### src/rtl/ssi_pkg.sv
// ----------------------------------------------------------------------------
// SSI encoder reader package
// Widths, reset values, phase codes and the words passed between stages.
// ----------------------------------------------------------------------------
package ssi_pkg;

  localparam int unsigned CODE_W     = 14;
  localparam int unsigned DATA_BITS  = 14;
  localparam int unsigned SUM_W      = 18;
  localparam int unsigned FRAME_W    = 4;
  localparam int unsigned HALF_W     = 10;
  localparam int unsigned TICK_W     = 10;
  localparam int unsigned BIT_W      = 5;
  localparam int unsigned ANGLE_W    = 16;
  localparam int unsigned SCALE_W    = 16;
  localparam int unsigned APB_ADDR_W = 3;
  localparam int unsigned APB_DATA_W = 32;
  localparam int unsigned READS_DEF  = 10;

  // floor(n / d) = (n * DIV_MULT) >> DIV_SHIFT for n < 2**SUM_W, d < 16
  localparam int unsigned DIV_SHIFT  = SUM_W + FRAME_W;
  localparam int unsigned DIV_MULT_W = DIV_SHIFT + 1;

  localparam logic [SCALE_W-1:0] ANGLE_SCALE     = 16'd36000;
  localparam logic [CODE_W-1:0]  ZERO_OFFSET_RST = 14'd9149;
  localparam logic [HALF_W-1:0]  HALF_PERIOD_RST = 10'd5;

  typedef enum logic {
    REG_ZERO_OFFSET = 1'b0,
    REG_HALF_PERIOD = 1'b1
  } reg_idx_t;

  typedef enum logic [6:0] {
    PH_IDLE   = 7'b0000001,
    PH_DESEL  = 7'b0000010,
    PH_SEL    = 7'b0000100,
    PH_DUM_HI = 7'b0001000,
    PH_DUM_LO = 7'b0010000,
    PH_BIT_HI = 7'b0100000,
    PH_BIT_LO = 7'b1000000
  } phase_t;

  typedef struct packed {
    logic start_req;
    logic data_level;
  } req_word_t;

  typedef struct packed {
    logic               clock_out;
    logic               select_out;
    logic               done_res;
    logic [CODE_W-1:0]  position;
    logic [CODE_W-1:0]  angle_code;
    logic [ANGLE_W-1:0] angle_centi_degrees;
  } rsp_word_t;

  typedef struct packed {
    logic [CODE_W-1:0] zero_offset;
    logic [HALF_W-1:0] half_period_ticks;
  } cfg_t;

  typedef struct packed {
    logic             valid;
    logic             clock;
    logic             select;
    logic             done;
    logic [SUM_W-1:0] sum;
  } ctl_word_t;

  typedef struct packed {
    logic valid;
    logic clock;
    logic select;
    logic done;
  } lvl_word_t;

endpackage

### src/rtl/ssi_encoder_reader_averaging.sv
// ----------------------------------------------------------------------------
// SSI encoder reader with frame averaging
// Pipeline: each word taken on req is registered in s1, then in s2, then onto rsp.
// Throughput: one word per cycle; the three stages stall together on rsp_ready.
// Reset clears the sequencer to idle, the held average to zero, the pipeline
// to empty and the registers to zero offset 9149, half period 5.
// ----------------------------------------------------------------------------
module ssi_encoder_reader_averaging #(
  parameter int unsigned READS = ssi_pkg::READS_DEF
) (
  input  logic                           clk,
  input  logic                           rst,
  input  logic                           req_valid,
  output logic                           req_ready,
  input  ssi_pkg::req_word_t             req,
  output logic                           rsp_valid,
  input  logic                           rsp_ready,
  output ssi_pkg::rsp_word_t             rsp,
  input  logic                           psel,
  input  logic                           penable,
  input  logic                           pwrite,
  input  logic [ssi_pkg::APB_ADDR_W-1:0] paddr,
  input  logic [ssi_pkg::APB_DATA_W-1:0] pwdata,
  output logic [ssi_pkg::APB_DATA_W-1:0] prdata,
  output logic                           pready
);
  import ssi_pkg::*;

  cfg_t              cfg;
  ctl_word_t         s1;
  lvl_word_t         s2;
  logic [CODE_W-1:0] hold;
  logic              adv;

  assign adv       = !rsp_valid || rsp_ready;
  assign req_ready = adv;

  ssi_cfg u_cfg (
    .clk     (clk),
    .rst     (rst),
    .psel    (psel),
    .penable (penable),
    .pwrite  (pwrite),
    .paddr   (paddr),
    .pwdata  (pwdata),
    .prdata  (prdata),
    .pready  (pready),
    .cfg     (cfg)
  );

  ssi_ctrl #(.READS(READS)) u_ctrl (
    .clk       (clk),
    .rst       (rst),
    .adv       (adv),
    .req_valid (req_valid),
    .req       (req),
    .cfg       (cfg),
    .s1        (s1)
  );

  ssi_avg #(.READS(READS)) u_avg (
    .clk  (clk),
    .rst  (rst),
    .adv  (adv),
    .s1   (s1),
    .s2   (s2),
    .hold (hold)
  );

  ssi_conv u_conv (
    .clk       (clk),
    .rst       (rst),
    .adv       (adv),
    .s2        (s2),
    .hold      (hold),
    .cfg       (cfg),
    .rsp_valid (rsp_valid),
    .rsp       (rsp)
  );

endmodule

### src/rtl/ssi_cfg.sv
// ----------------------------------------------------------------------------
// SSI configuration registers
// APB-style write/read of zero offset and clock half period.
// ----------------------------------------------------------------------------
module ssi_cfg (
  input  logic                           clk,
  input  logic                           rst,
  input  logic                           psel,
  input  logic                           penable,
  input  logic                           pwrite,
  input  logic [ssi_pkg::APB_ADDR_W-1:0] paddr,
  input  logic [ssi_pkg::APB_DATA_W-1:0] pwdata,
  output logic [ssi_pkg::APB_DATA_W-1:0] prdata,
  output logic                           pready,
  output ssi_pkg::cfg_t                  cfg
);
  import ssi_pkg::*;

  logic [CODE_W-1:0] zero_offset;
  logic [HALF_W-1:0] half_period_ticks;
  reg_idx_t          idx;

  assign pready = 1'b1;
  assign idx    = reg_idx_t'(paddr[2]);

  always_ff @(posedge clk) begin
    if (rst) begin
      zero_offset       <= ZERO_OFFSET_RST;
      half_period_ticks <= HALF_PERIOD_RST;
    end else if (psel && penable && pwrite && pready) begin
      case (idx)
        REG_ZERO_OFFSET: zero_offset       <= pwdata[CODE_W-1:0];
        REG_HALF_PERIOD: half_period_ticks <= pwdata[HALF_W-1:0];
        default: ;
      endcase
    end
  end

  always_comb begin
    case (idx)
      REG_ZERO_OFFSET: prdata = APB_DATA_W'(zero_offset);
      REG_HALF_PERIOD: prdata = APB_DATA_W'(half_period_ticks);
      default:         prdata = '0;
    endcase
  end

  assign cfg.zero_offset       = zero_offset;
  assign cfg.half_period_ticks = half_period_ticks;

endmodule

### src/rtl/ssi_ctrl.sv
// ----------------------------------------------------------------------------
// SSI frame sequencer
// Select/clock phase machine, bit capture and frame summing, one tick a word.
// ----------------------------------------------------------------------------
module ssi_ctrl #(
  parameter int unsigned READS = ssi_pkg::READS_DEF
) (
  input  logic               clk,
  input  logic               rst,
  input  logic               adv,
  input  logic               req_valid,
  input  ssi_pkg::req_word_t req,
  input  ssi_pkg::cfg_t      cfg,
  output ssi_pkg::ctl_word_t s1
);
  import ssi_pkg::*;

  phase_t              phase, phase_next;
  logic [TICK_W-1:0]   tick_counter, tick_counter_next;
  logic [BIT_W-1:0]    bit_counter, bit_counter_next;
  logic [FRAME_W-1:0]  frame_counter, frame_counter_next;
  logic [CODE_W-1:0]   shift_register, shift_register_next;
  logic [SUM_W-1:0]    frame_sum, frame_sum_next;
  logic [HALF_W-1:0]   half;
  logic [TICK_W:0]     tick_inc;
  logic [BIT_W-1:0]    bit_inc;
  logic                expire;
  logic                done;
  logic                clock_lvl;
  logic                select_lvl;
  logic                take;

  assign take       = adv && req_valid;
  assign half       = (cfg.half_period_ticks == '0) ? HALF_W'(1) : cfg.half_period_ticks;
  assign tick_inc   = {1'b0, tick_counter} + (TICK_W+1)'(1);
  assign bit_inc    = bit_counter + BIT_W'(1);
  assign expire     = tick_inc >= (TICK_W+1)'(half);
  assign clock_lvl  = (phase == PH_DUM_HI) || (phase == PH_BIT_HI);
  assign select_lvl = (phase == PH_IDLE) || (phase == PH_DESEL);

  always_comb begin
    phase_next          = phase;
    tick_counter_next   = tick_counter;
    bit_counter_next    = bit_counter;
    frame_counter_next  = frame_counter;
    shift_register_next = shift_register;
    frame_sum_next      = frame_sum;
    done                = 1'b0;
    case (phase)
      PH_IDLE: begin
        if (req.start_req) begin
          phase_next          = PH_DESEL;
          tick_counter_next   = '0;
          bit_counter_next    = '0;
          frame_counter_next  = '0;
          frame_sum_next      = '0;
          shift_register_next = '0;
        end
      end
      PH_DESEL, PH_SEL, PH_DUM_HI, PH_BIT_HI: begin
        if (expire) begin
          tick_counter_next = '0;
          case (phase)
            PH_DESEL: phase_next = PH_SEL;
            PH_SEL: begin
              phase_next       = PH_DUM_HI;
              bit_counter_next = '0;
            end
            PH_DUM_HI: phase_next = PH_DUM_LO;
            default:   phase_next = PH_BIT_LO;
          endcase
        end else begin
          tick_counter_next = tick_inc[TICK_W-1:0];
        end
      end
      PH_DUM_LO: begin
        if (expire) begin
          tick_counter_next = '0;
          if (bit_inc >= BIT_W'(2)) begin
            bit_counter_next    = '0;
            shift_register_next = '0;
            phase_next          = PH_BIT_HI;
          end else begin
            bit_counter_next = bit_inc;
            phase_next       = PH_DUM_HI;
          end
        end else begin
          tick_counter_next = tick_inc[TICK_W-1:0];
        end
      end
      PH_BIT_LO: begin
        if (tick_counter == '0) begin
          shift_register_next = {shift_register[CODE_W-2:0], req.data_level};
          if (bit_counter == BIT_W'(DATA_BITS - 1)) begin
            frame_sum_next     = frame_sum + SUM_W'(shift_register_next);
            frame_counter_next = frame_counter + FRAME_W'(1);
          end
        end
        if (expire) begin
          tick_counter_next = '0;
          if (bit_inc >= BIT_W'(DATA_BITS)) begin
            bit_counter_next = '0;
            if (frame_counter_next >= FRAME_W'(READS)) begin
              done       = 1'b1;
              phase_next = PH_IDLE;
            end else begin
              phase_next = PH_DESEL;
            end
          end else begin
            bit_counter_next = bit_inc;
            phase_next       = PH_BIT_HI;
          end
        end else begin
          tick_counter_next = tick_inc[TICK_W-1:0];
        end
      end
      default: begin
        phase_next        = PH_IDLE;
        tick_counter_next = '0;
      end
    endcase
  end

  always_ff @(posedge clk) begin
    if (rst) begin
      phase          <= PH_IDLE;
      tick_counter   <= '0;
      bit_counter    <= '0;
      frame_counter  <= '0;
      shift_register <= '0;
      frame_sum      <= '0;
    end else if (take) begin
      phase          <= phase_next;
      tick_counter   <= tick_counter_next;
      bit_counter    <= bit_counter_next;
      frame_counter  <= frame_counter_next;
      shift_register <= shift_register_next;
      frame_sum      <= frame_sum_next;
    end
  end

  always_ff @(posedge clk) begin
    if (rst) begin
      s1.valid <= 1'b0;
    end else if (adv) begin
      s1.valid <= req_valid;
    end
  end

  always_ff @(posedge clk) begin
    if (adv) begin
      s1.clock  <= clock_lvl;
      s1.select <= select_lvl;
      s1.done   <= done;
      s1.sum    <= frame_sum_next;
    end
  end

endmodule

### src/rtl/ssi_avg.sv
// ----------------------------------------------------------------------------
// SSI averaging stage
// Divides the frame sum by READS (reciprocal multiply) and holds the result.
// ----------------------------------------------------------------------------
module ssi_avg #(
  parameter int unsigned READS = ssi_pkg::READS_DEF
) (
  input  logic                          clk,
  input  logic                          rst,
  input  logic                          adv,
  input  ssi_pkg::ctl_word_t            s1,
  output ssi_pkg::lvl_word_t            s2,
  output logic [ssi_pkg::CODE_W-1:0]    hold
);
  import ssi_pkg::*;

  localparam logic [DIV_MULT_W-1:0] DIV_MULT =
    DIV_MULT_W'((64'd1 << DIV_SHIFT) / READS + 64'd1);

  logic [SUM_W+DIV_MULT_W-1:0] prod;
  logic [CODE_W-1:0]           quotient;

  assign prod     = (SUM_W+DIV_MULT_W)'(s1.sum) * (SUM_W+DIV_MULT_W)'(DIV_MULT);
  assign quotient = prod[DIV_SHIFT +: CODE_W];

  always_ff @(posedge clk) begin
    if (rst) begin
      s2.valid <= 1'b0;
      hold     <= '0;
    end else if (adv) begin
      s2.valid <= s1.valid;
      if (s1.valid && s1.done) begin
        hold <= quotient;
      end
    end
  end

  always_ff @(posedge clk) begin
    if (adv) begin
      s2.clock  <= s1.clock;
      s2.select <= s1.select;
      s2.done   <= s1.done;
    end
  end

endmodule

### src/rtl/ssi_conv.sv
// ----------------------------------------------------------------------------
// SSI angle conversion
// Offset correction, centi-degree scaling and the output word register.
// ----------------------------------------------------------------------------
module ssi_conv (
  input  logic                       clk,
  input  logic                       rst,
  input  logic                       adv,
  input  ssi_pkg::lvl_word_t         s2,
  input  logic [ssi_pkg::CODE_W-1:0] hold,
  input  ssi_pkg::cfg_t              cfg,
  output logic                       rsp_valid,
  output ssi_pkg::rsp_word_t         rsp
);
  import ssi_pkg::*;

  logic [CODE_W-1:0]         code;
  logic [CODE_W+SCALE_W-1:0] scaled;

  assign code   = hold - cfg.zero_offset;
  assign scaled = (CODE_W+SCALE_W)'(code) * (CODE_W+SCALE_W)'(ANGLE_SCALE);

  always_ff @(posedge clk) begin
    if (rst) begin
      rsp_valid <= 1'b0;
    end else if (adv) begin
      rsp_valid <= s2.valid;
    end
  end

  always_ff @(posedge clk) begin
    if (adv) begin
      rsp.clock_out           <= s2.clock;
      rsp.select_out          <= s2.select;
      rsp.done_res            <= s2.done;
      rsp.position            <= hold;
      rsp.angle_code          <= code;
      rsp.angle_centi_degrees <= scaled[CODE_W +: ANGLE_W];
    end
  end

endmodule
### config.mk
export PLATFORM = sky130hd
export DESIGN_NAME = ssi_encoder_reader_averaging
export DESIGN_NICKNAME = d
export VERILOG_FILES = /design/src/rtl/ssi_pkg.sv /design/src/rtl/ssi_encoder_reader_averaging.sv /design/src/rtl/ssi_cfg.sv /design/src/rtl/ssi_ctrl.sv /design/src/rtl/ssi_avg.sv /design/src/rtl/ssi_conv.sv
export SDC_FILE = /design/constraint.sdc
export NUM_CORES = 1
export LEC_CHECK = 0
export BUFFER_PORTS_ARGS = -buffer_cell sky130_fd_sc_hd__clkbuf_2
export CAP_MARGIN = 20
export CORE_ASPECT_RATIO = 1.1
export CORE_MARGIN = 10
export CORE_UTILIZATION = 45
export DETAILED_ROUTE_END_ITERATION = 6
export SLEW_MARGIN = 15
export SYNTH_ARGS = -nofsm -noshare
export SYNTH_HDL_FRONTEND = slang
export SYNTH_SLANG_ARGS = --single-unit
### constraint.sdc
create_clock -name clk -period 16.3 [get_ports clk]
set_input_delay 0 -clock clk [delete_from_list [all_inputs] [get_ports clk]]
set_output_delay 0 -clock clk [all_outputs]
set_load 0.02 [all_outputs]
-- After elaboration in Yosys (flattened, before gate mapping)
Cells that the tools add are included.
- bits of input ports: 44
- output and inout port bits: 82
- register bits after elaboration: 169
- word-level logic and storage cells: 113
- muxes and demuxes: 37
- $mul: 2
- add/subtract/negate cells: 5
- $lt $le $gt $ge: 4
- reductions and logical operators: 24
- equality and inequality tests: 15
- bitwise operators: 1
- operators by type and width (cell ; count):
    case mux 32 bit (2 select lines) ; 1
    two-way mux 18 bit ; 3
    two-way mux 13 bit ; 4
    case mux 13 bit (3 select lines) ; 1
    multiplier 18 x 19 -> 36 bit, second input constant ; 1
    case mux 18 bit (2 select lines) ; 1
    two-way mux 5 bit ; 7
    two-way mux 10 bit ; 3
    two-way mux 7 bit ; 4
    case mux 7 bit (4 select lines) ; 1
    multiplier 14 x 11 -> 25 bit, second input constant ; 1
    case mux 7 bit (3 select lines) ; 1
    zero test 10 bit ; 2
    case mux 10 bit (2 select lines) ; 1
    case mux 5 bit (4 select lines) ; 1
    adder 18 x 14 -> 18 bit ; 1
    two-way mux 4 bit ; 4
    subtractor 14 bit ; 1
    two-way mux 6 bit ; 2
    inequality test 2 x 1 -> 1 bit, second input constant ; 6
    adder 10 x 1 -> 11 bit, second input constant ; 1
    >= comparator 11 x 10 -> 1 bit ; 1
    case mux 4 bit (2 select lines) ; 1
    AND reduction 2 bit ; 4
    other kinds (29) ; 35

-- Logic depth before layout (Yosys ltp)
- depth in word-level cells: 9
- gate-level depth with buffers: 29
- mapped depth without buffers: 29

-- By module
From an unflattened synthesis, not the netlist that was laid out.
- cells, all modules: 1768
- area total of the unflattened synthesis: 16676.0 um2
- by module, submodules not included (module ; area each (um2) ; times used ; cells an instance ; sequential area each (um2)):
    ssi_avg ; 6063.3 ; 1 ; 667 ; 390.4
    ssi_ctrl ; 4832.1 ; 1 ; 558 ; 1791.7
    ssi_conv ; 4446.8 ; 1 ; 402 ; 1431.4
    ssi_cfg ; 1327.5 ; 1 ; 140 ; 480.5
    ssi_encoder_reader_averaging ; 6.3 ; 1 ; 1 ; 0.0

-- Worst setup path before layout
OpenSTA, ideal clock, no wires.
- path kind: reg2reg
- start: reg u_avg.hold[0] (netlist bit)
- end: reg u_conv.rsp[10] (netlist name)
- path slack: 9964 ps
- cell stages (with the launch flop): 27
- library setup time: 263 ps
- period minus slack after synthesis: 6336 ps
- required time: 16037 ps
- arrival time: 6073 ps
- buffers on the path: 0
- path through: dfxtp_1 -> inv_1 -> ha_1 -> fa_1 -> nor2b_1 -> o21ai_1 -> a21boi_0 -> o21ai_0 -> a21boi_1 -> o21ai_0 -> nor2b_1 -> xnor2_1 -> ha_1 -> ha_1 -> fa_1 -> fa_1 -> inv_1 -> fa_1 -> inv_1 -> ha_1 -> a21o_1 -> and2_1 -> o31a_1 -> nor2_1 -> o21bai_1 -> a311oi_1 -> xnor2_1
- cells in the longest elaborated chain, start to end: 2
- ends and longest elaborated chain (item ; RTL line ; RTL):
    from (decl) ; ssi_avg.sv:13 ; output logic [ssi_pkg::CODE_W-1:0] hold
    from (signal assigned) ; ssi_avg.sv:33 ; hold <= quotient;
    subtractor 14 bit ; ssi_conv.sv:20 ; assign code = hold - cfg.zero_offset;
    named net u_conv.code[8] ; ssi_conv.sv:17 ; logic [CODE_W-1:0] code;
    multiplier 14 x 11 -> 25 bit ; ssi_conv.sv:21 ; assign scaled = (CODE_W+SCALE_W)'(code) * (CODE_W+SCALE_W)'(ANGLE_SCALE);
    named net u_conv.scaled[24] ; ssi_conv.sv:18 ; logic [CODE_W+SCALE_W-1:0] scaled;
The timed path passes the listed nets, and every way through them passes these cells.
A chain may end at the register's enable or synchronous reset.

-- Worst setup path after layout
- start: reg u_avg.hold[0] (netlist bit)
- end: reg u_conv.rsp[10] (netlist name)
- cells in the longest elaborated chain, start to end: 2
- ends and longest elaborated chain (item ; RTL line):
    subtractor 14 bit ; ssi_conv.sv:20
    named net u_conv.code[8] ; ssi_conv.sv:17
    multiplier 14 x 11 -> 25 bit ; ssi_conv.sv:21
    named net u_conv.scaled[24] ; ssi_conv.sv:18
The timed path passes the listed nets, and every way through them passes these cells.

==> results.yml <==
setup_path:
  timing.rr.end: "u_conv.rsp[10]"
  rrSetupSlack_ns: 9.13
  r2r_cells: 26
  path_max_fanout: 6
  path_buf_inv: 3
  crit_family: "adder cells"
  startpoint_type: "flip-flop"
  reg2reg_from: "u_avg.hold[0]"
  critPathCaptureType: "flip-flop"
  slowest_stage: "xnor2_1"
  worstPathArrival_ns: 7.38
  critPathRequiredTime_ns: 16.51
  critPathMaxStageDelay_ns: 0.61
  worstSetupPathType: "flip-flop to flip-flop"
timing:
  max_slew.worst_pin.slew_ns: 1.06
  max_clock_freq_ghz: 0.139
  report.final.slew_viol_count: 0
  rsz0062_at_grt: "false"
  finClkSkew_ns: 0.0189
  fin_ws_ns: 9.13
  max-slew-margin-rel_pct: 29.3
  setup_viol: 0
  setup-tns-final_ns: 0
  period_share_pct: 44.0
  hold_violations: 0
  final.min_clock_period_ns: 7.17
worst_hold_path:
  holdPathStages: 4
  holdPathEnd: "u_ctrl.tick_counter[1]"
  hp-class: "input port to flip-flop"
  worstHoldStart: "req[1]"
cts:
  cts-root-buf: "clkbuf_16"
  clkLatencyLatePin_ns: 0.47
  cts_buffer_depth: 2
  htreeDepth: 4
  clock_sinks: 169
  cts_buffers: 17
  cts_setup_buffers: 0
  tritoncts: "built"
  cts.reportedPaths.clkPinSlew_ns: 0.08
drt:
  wl_mm: 35.1
  ant_nets: 0
  via_per_inst: 5.17
  dr.pass1.iters: 5
  drcViolationCount: 0
  wl_per_cell_um: 15.8
  dr_total_vias: 11500
  drtIter0Drc: 484
die:
  die_area_um2: 42800
  die_height_um: 216
  start_util_pct: 45.8
  die_w_um: 198
  rows: 71
  coreArea_um2: 34300
  num_io_pins: 126
global_routing:
  antenna_found_initial: 0
  grt_usage_pct: 16.8
  grt-ovfl-total: 0
  grt_max_degree: 79
  grt_pass1_wl_mm: 57.8
  grt_pass1_vias: 11500
place:
  hpwlAfterDp_mm: 27.9
  io_buffers: 86
  pre_cts_slack_ns: 9.06
  place_congestion: 0.864
  dp_cells: 2175
synth:
  synth.avg_cell_area_um2: 9.30
  synthDominantAreaCellType: "ha_1"
  syn_inst: 1689
  synth_area_leaders: "ha_1 20%, fa_1 16%, edfxtp_1 14%"
  netlist_top_cells_count: "304 x inv_1, 245 x ha_1, 127 x fa_1, 126 x nand2_1, 113 x nor2_1"
  yosysMostFrequentCell: "inv_1"
  ys.flop_type: "dfxtp_1"
  synth-seq-cells: 169
  yosysTopAreaCellShare_pct: 19.5
  synthArstFlopShare_pct: 0
  synth_area_um2: 15700
  ys_types: 78
  yosysSeqAreaShare_pct: 26.1
  synth-edff-count: 71
  yosys_warnings: 0
cells_and_area:
  multiInputGateArea_um2: 10200
  final-instance-count-excl-fill: 2224
  n_fill_cell: 3223
  areaGrowthSynthToFinish_pct: 10.0
  drive_gt1_share_pct: 8.45
  nNetsFinal: 2189
  regArea_um2: 4090
  antennaDiodeCount: 0
  final_core_util_pct: 50.4
pwr:
  peakVddDrop_v: 0.0000737
  power_uw: 1510
  p_leak_uw: 0.00843
  power_density_nw_per_um2: 87.4
run:
  maxCapViolations: 0
run_status:
  status: "finished clean"
power by group:
| group | internal (µW) | switching (µW) | total, µW |
|---|---|---|---|
| Combinational | 230 | 353 | 583 |
| Clock | 209 | 212 | 421 |
| Sequential | 487 | 20.2 | 507 |
per-layer routing:
layer | GRT usage, % | vias to the layer above | share of wire [%]
li1 | - | 5783 | -
met1 | 21.3 | 5507 | 47
met2 | 28.7 | 165 | 49
met3 | 2.43 | 36 | 2.5
met4 | 5.10 | 0 | 1.9
met5 | 0 | - | 0
what timing repair did:
| action | CTS | global route |
|---|---|---|
| setup endpoints to repair | 0 | 0 |
| endpoints found under the hold margin | 34 | 0 |
| hold buffers | 17 | 0 |
| resized for setup | 0 | 0 |
cells in the final DEF (no fill, tap or decap), types with 13 or more instances in the layout:
master / count
inv_1: 304
ha_1: 245
fa_1: 127
nand2_1: 126
nor2_1: 113
dfxtp_1: 98
a21oi_1: 90
clkbuf_2: 85
edfxtp_1: 71
o21ai_0: 54
nor3_1: 43
xnor2_1: 42
nand3_1: 35
xor2_1: 27
o21ai_1: 22
nand4_1: 21
a21o_1: 19
conb_1: 19
clkbuf_16: 17
dlygate4sd3_1: 17
and3_1: 13
final cells by class:
class / count / area share (%)
clock inverters: 15 / 1.14
well taps: 438 / 3.17
flip-flops and latches: 169 / 23.7
clock buffers: 17 / 2.46
repair buffers: 110 / 3.78
multi-input cells: 1171 / 59.1
inverters: 304 / 6.60
how the worst max path moves through the flow:
stage	start	end	slack, ns	cells past startpoint
CTS	u_avg.hold[0]	u_conv.rsp[14]	9.07	26
global route	u_avg.hold[0]	u_conv.rsp[14]	8.56	26
finish	u_avg.hold[0]	u_conv.rsp[10]	9.13	26
global placement	u_avg.hold[0]	u_conv.rsp[14]	9.19	26
floorplan	u_avg.hold[0]	u_conv.rsp[10]	9.96	26
detailed placement	u_avg.hold[0]	u_conv.rsp[14]	9.06	26
tightest hold or removal path: cells and delay by family:
kind | cells | cell delay (ns)
and+or+nand+nor | 1 | 0.11
buffers and inverters | 1 | 0.14
AOI/OAI and AO/OA | 2 | 0.23
stage by stage:
step           instance area, µm²  hold slack, ns
6_report                    17300          0.0707
3_5_place_dp                16500           0.221
3_3_place_gp                16500           0.228
4_1_cts                     17300          0.0453
2_1_floorplan               15800           0.124
5_1_grt                     17300          0.0895
flip-flops by register name, summed over array words and instances, names as in the netlist:
| register | flops |
|---|---|
| u_avg.hold | 14 |
| u_avg.s2 | 4 |
| u_cfg.half_period_ticks | 10 |
| u_cfg.zero_offset | 14 |
| u_conv.rsp | 47 |
| u_conv.rsp_valid | 1 |
| u_ctrl.bit_counter | 5 |
| u_ctrl.frame_counter | 4 |
| u_ctrl.frame_sum | 18 |
| u_ctrl.phase | 7 |
| u_ctrl.s1 | 22 |
| u_ctrl.shift_register | 13 |
| u_ctrl.tick_counter | 10 |
kinds of logic (layout without fill, tap and decap cells):
kind of cell    Yosys count  in the layout  share of synthesized area (%)
compound gates          280            280                           11.2
xor+xnor                 69             69                           3.85
fa+ha+maj               373            373                           35.8
buf+inv                 366            446                           9.30
flops                   169            169                           26.1
mux                      13             13                          0.868
other cells               2             19                         0.0478
simple gates            417            417                           12.9
No activity file was read; power rests on OpenSTA's default activity.
